## src/sv/dbp_pkg.sv

```systemverilog
`timescale 1ns / 1ps
package dbp_pkg;

  localparam int CFG_IDX_W  = 3;
  localparam int CFG_DATA_W = 32;
  localparam int COUNT_W    = 17;
  localparam int DIV_STEPS  = 32;

  localparam logic [CFG_IDX_W-1:0] CFG_FRAME_WIDTH  = 3'd0;
  localparam logic [CFG_IDX_W-1:0] CFG_FRAME_HEIGHT = 3'd1;
  localparam logic [CFG_IDX_W-1:0] CFG_SAMPLE_STEP  = 3'd2;
  localparam logic [CFG_IDX_W-1:0] CFG_MAX_POINTS   = 3'd3;
  localparam logic [CFG_IDX_W-1:0] CFG_INV_FOCAL_X  = 3'd4;
  localparam logic [CFG_IDX_W-1:0] CFG_INV_FOCAL_Y  = 3'd5;
  localparam logic [CFG_IDX_W-1:0] CFG_CENTER_X     = 3'd6;
  localparam logic [CFG_IDX_W-1:0] CFG_CENTER_Y     = 3'd7;

  localparam logic [12:0] RST_FRAME_WIDTH  = 13'd640;
  localparam logic [12:0] RST_FRAME_HEIGHT = 13'd480;
  localparam logic [7:0]  RST_SAMPLE_STEP  = 8'd1;
  localparam logic [16:0] RST_MAX_POINTS   = 17'd65536;
  localparam logic [31:0] RST_INV_FOCAL    = 32'd8589934;
  localparam logic [15:0] RST_CENTER_X     = 16'd5120;
  localparam logic [15:0] RST_CENTER_Y     = 16'd3840;

  localparam logic [COUNT_W-1:0] POINT_LIMIT = 17'd65536;
  localparam logic [15:0] DEPTH_MIN_MM = 16'd10;
  localparam logic [15:0] DEPTH_MAX_MM = 16'd50000;

  localparam logic KIND_POINT   = 1'b0;
  localparam logic KIND_SUMMARY = 1'b1;

  typedef struct packed {
    logic accept;
    logic load_point;
    logic load_sum;
  } dbp_cmd_t;

  typedef struct packed {
    logic keep_now;
    logic frame_end_now;
    logic frame_end_r;
    logic out_free;
    logic div_busy;
  } dbp_status_t;

endpackage

```

## src/sv/dbp_ctrl.sv

```systemverilog
`timescale 1ns / 1ps
module dbp_ctrl
  import dbp_pkg::*;
(
  input  logic        clk,
  input  logic        rst_n,
  input  logic        in_valid,
  output logic        in_stall,
  input  dbp_status_t status,
  output dbp_cmd_t    cmd
);

  typedef enum logic [5:0] {
    S_IDLE  = 6'b000001,
    S_MUL_A = 6'b000010,
    S_MUL_B = 6'b000100,
    S_POINT = 6'b001000,
    S_SUM   = 6'b010000,
    S_SPARE = 6'b100000
  } state_t;

  state_t state_r, state_nxt;

  always_comb begin
    state_nxt      = state_r;
    cmd.accept     = 1'b0;
    cmd.load_point = 1'b0;
    cmd.load_sum   = 1'b0;
    in_stall       = state_r != S_IDLE;
    unique case (state_r)
      S_IDLE: begin
        if (in_valid) begin
          cmd.accept = 1'b1;
          if (status.keep_now) state_nxt = S_MUL_A;
          else if (status.frame_end_now) state_nxt = S_SUM;
        end
      end
      S_MUL_A: state_nxt = S_MUL_B;
      S_MUL_B: state_nxt = S_POINT;
      S_POINT: begin
        // hold until the result register frees up
        if (status.out_free) begin
          cmd.load_point = 1'b1;
          state_nxt      = status.frame_end_r ? S_SUM : S_IDLE;
        end
      end
      S_SUM: begin
        if (status.out_free && !status.div_busy) begin
          cmd.load_sum = 1'b1;
          state_nxt    = S_IDLE;
        end
      end
      default: state_nxt = S_IDLE;
    endcase
  end

  always_ff @(posedge clk) begin
    if (!rst_n) begin
      state_r <= S_IDLE;
    end else begin
      state_r <= state_nxt;
    end
  end

endmodule

```

## config.mk

```make
export PLATFORM = sky130hd
export DESIGN_NAME = dbp_ctrl
export DESIGN_NICKNAME = d
export VERILOG_FILES = /design/src/sv/dbp_pkg.sv /design/src/sv/dbp_ctrl.sv
export SDC_FILE = /design/constraint.sdc
export NUM_CORES = 1
export LEC_CHECK = 0
export CORE_AREA = 2 2 39 41
export CTS_CLUSTER_DIAMETER = 120
export CTS_CLUSTER_SIZE = 20
export DETAILED_ROUTE_END_ITERATION = 6
export DIE_AREA = 0 0 41 43
export DONT_BUFFER_PORTS = 1
export SLEW_MARGIN = 15
export SYNTH_ARGS = -nofsm -noshare
export SYNTH_HDL_FRONTEND = slang
export SYNTH_SLANG_ARGS = --single-unit
```

## constraint.sdc

```tcl
create_clock -name clk -period 1.6 [get_ports clk]
set_input_delay 0.08 -clock clk [delete_from_list [all_inputs] [get_ports clk]]
set_output_delay 0.08 -clock clk [all_outputs]
set_load 0.05 [all_outputs]
```

==> out/results.ini <==
[clock_network]
cts_tree=yes
clockRootBuffer=clkbuf_4
numCtsBuffers=3
cts.sinks=5
clock_path_buffers=2
clk_pin_slew_ps=40
clk_latency_ps=240
cts_max_level=1

[die]
core-area_um2=1380
die_y_um=43
die_x_um=41
die_area_um2=1760
start_util=0.256
num_rows=14
pin_count=12

[critical_path]
reg2reg_slack_ps=250
critical_path_class=flip-flop to output port
reg2reg_to=state_r[0]
crit_path_start_kind=flip-flop
path_depth=3
reg2reg_from=state_r[3]
crit_arrival_ps=1420
crit_family=simple AND/OR/NAND/NOR gates
endpoint_kind=output port
cp_max_fo=7
path_buf_inv=1
slowest_stage=dfxtp_1
slowest_delay_ps=370
crit_path_cell_trace=or2_1 > nor4b_2 > buf_4
worst_ep_required_time_ps=1520
reg2reg_depth=4
crit_end=cmd[0]
crit_start=state_r[2]

[layout]
num-fill-cells=150
top_regs=state_r x5
final_cell_mix=5 x nor2_1, 4 x nand2b_1, 4 x dfxtp_1
final_common_cell=nor2_1
syn_to_final_growth_pct=27.2
regMostFlops=state_r
drive_gt1_frac=0.245
num-nets-final=58
fin_util=0.325
antenna_cells=0
largest_reg_flops=5

[pwr]
clkPwrFrac=0.245
p_leak_nw=0.161
p_int_mw=0.328
peakVddDrop_mv=0.523
pwr-share-comb=0.421
switching_share=0.435
finalPower_mw=0.581
powerDensity_nw_per_um2=1290
seq_power_share=0.334
p_sw_mw=0.253

[drt]
avgRoutedWirePerCell_um=12.4
vias_per_cell=5.18
drt-initial-drc-count=3
postRouteAntennaNets=0
vias=337
drt_wl_total_um=807
drtPass1Iterations=4
drc=0

[timing]
finalSetupViolCount=0
finalHoldViolations=0
fin_crit_ps=1500
rsz0062_at_grt=no
fin_skew_ps=1.58
tns_ps=0
slew_violations=0
layout_worst_path_cycle_share=0.937
worst_pin_slew_ps=414
relSlewSlack=0.723
fmax_ghz=0.667

[global_routing]
grt_max_degree=10
grt_first_pass_wirelength_um=1190
antenna_found_initial=0
overflow=0
track_usage=0.103
grt_pass1_vias=300

[flow_run]
maxCapViolCount=0

[hold_path]
hold_path.class=input port to flip-flop

[yosys]
synth_nets=49
syn_inst=41
ys_seq_elements=5
synth.yosys.seq_area_share=0.283
yosysWarnings=0
syn_area_per_cell_um2=8.64
yosys.cell_types.count=26
synth_area_um2=354

[placed_design]
dpl.hpwl_um=626
port_buffers=0
gp_congestion=0.773

[status]
status=complete, no violations

[synth_stat cells]
library cell,n,area [um^2]
and3b_1,1,8.76
buf_2,1,5.00
nor3_1,1,5.00
and4b_1,1,10.0
or2_1,1,6.26
nand3_1,1,5.00
nor3b_2,1,12.5
nor2_1,5,18.8
mux2i_1,1,10.0
o311ai_1,1,8.76
o21ai_0,2,10.0
nand2b_1,4,25.0
and3_1,1,6.26
o22ai_1,1,6.26
nand4_1,1,6.26
o41ai_4,1,27.5
nand3b_1,1,7.51
nand4b_1,1,8.76
nand2_1,3,11.3
inv_1,2,7.51
nor4b_1,1,8.76
and2_1,1,6.26
a31oi_1,1,6.26
dfxtp_1,5,100
nand4bb_1,1,11.3
a2111oi_2,1,15.0
[metal layers]
metal	track usage	vias to the layer above	part of all wire
li1	-	170	-
met2	0.144	10	0.42
met1	0.135	157	0.52
met3	0.0628	0	0.057
met5	0	-	0
met4	0.0200	0	0
[worst min-delay path by stage]
stage	from	cells past startpoint	slack (ps)	end
CTS	rst_n	1	20	state_r[3]
finish	rst_n	2	20	state_r[4]
global placement	rst_n	1	160	state_r[0]
floorplan	rst_n	1	160	state_r[0]
detailed placement	rst_n	1	170	state_r[0]
global route	rst_n	1	20	state_r[3]
[worst reg2reg max path: stages (launching register included)]
cell	delay, ps
dfxtp_1	460
nand3b_1	100
and3b_1	190
a2111oi_2	340
o311ai_1	120
[what timing repair did]
action	in CTS	in global routing
hold buffers	2	0
endpoints found under the hold margin	4	0
resized for setup	0	1
setup endpoints to repair	0	2
buffers inserted	0	0
[cells by family after synthesis]
group | after synthesis | share of synthesized area
flip-flops | 5 | 0.283
multiplexers | 1 | 0.0283
AO/OA/AOI/OAI | 7 | 0.209
AND/OR/NAND/NOR | 25 | 0.445
buffers and inverters | 3 | 0.0353
[layout make-up]
| type | instances | area, um^2 | share of cell area |
|---|---|---|---|
| multi-input combinational | 33 | 253 | 0.561 |
| sequential | 5 | 101 | 0.225 |
| timing repair buffer | 5 | 42.5 | 0.0944 |
| tap | 16 | 20.0 | 0.0444 |
| inverter | 2 | 7.51 | 0.0167 |
| clock buffer | 4 | 26.3 | 0.0583 |
[stage by stage]
| stage | hold WS, ps | cell area [um^2] | setup slack [ps] | std cells |
|---|---|---|---|---|
| after floorplan | 158 | 365 | -74.0 | 41 |
| after global placement | 164 | 403 | 248 | 59 |
| after detailed placement | 169 | 403 | 243 | 59 |
| after CTS | 17.5 | 449 | 53.2 | 65 |
| after global routing | 20.3 | 450 | 22.5 | 65 |
| final | 21.6 | 450 | 101 | 65 |
[power groups by stage]
stage	clock network [mW]	logic, mW	registers [mW]
after floorplan	0	0.225	0.173
after global placement	0	0.237	0.195
after detailed placement	0	0.240	0.195
after CTS	0.150	0.245	0.193
after global routing	0.155	0.258	0.200
final	0.142	0.245	0.194
Power figures use the tool's default switching activity.
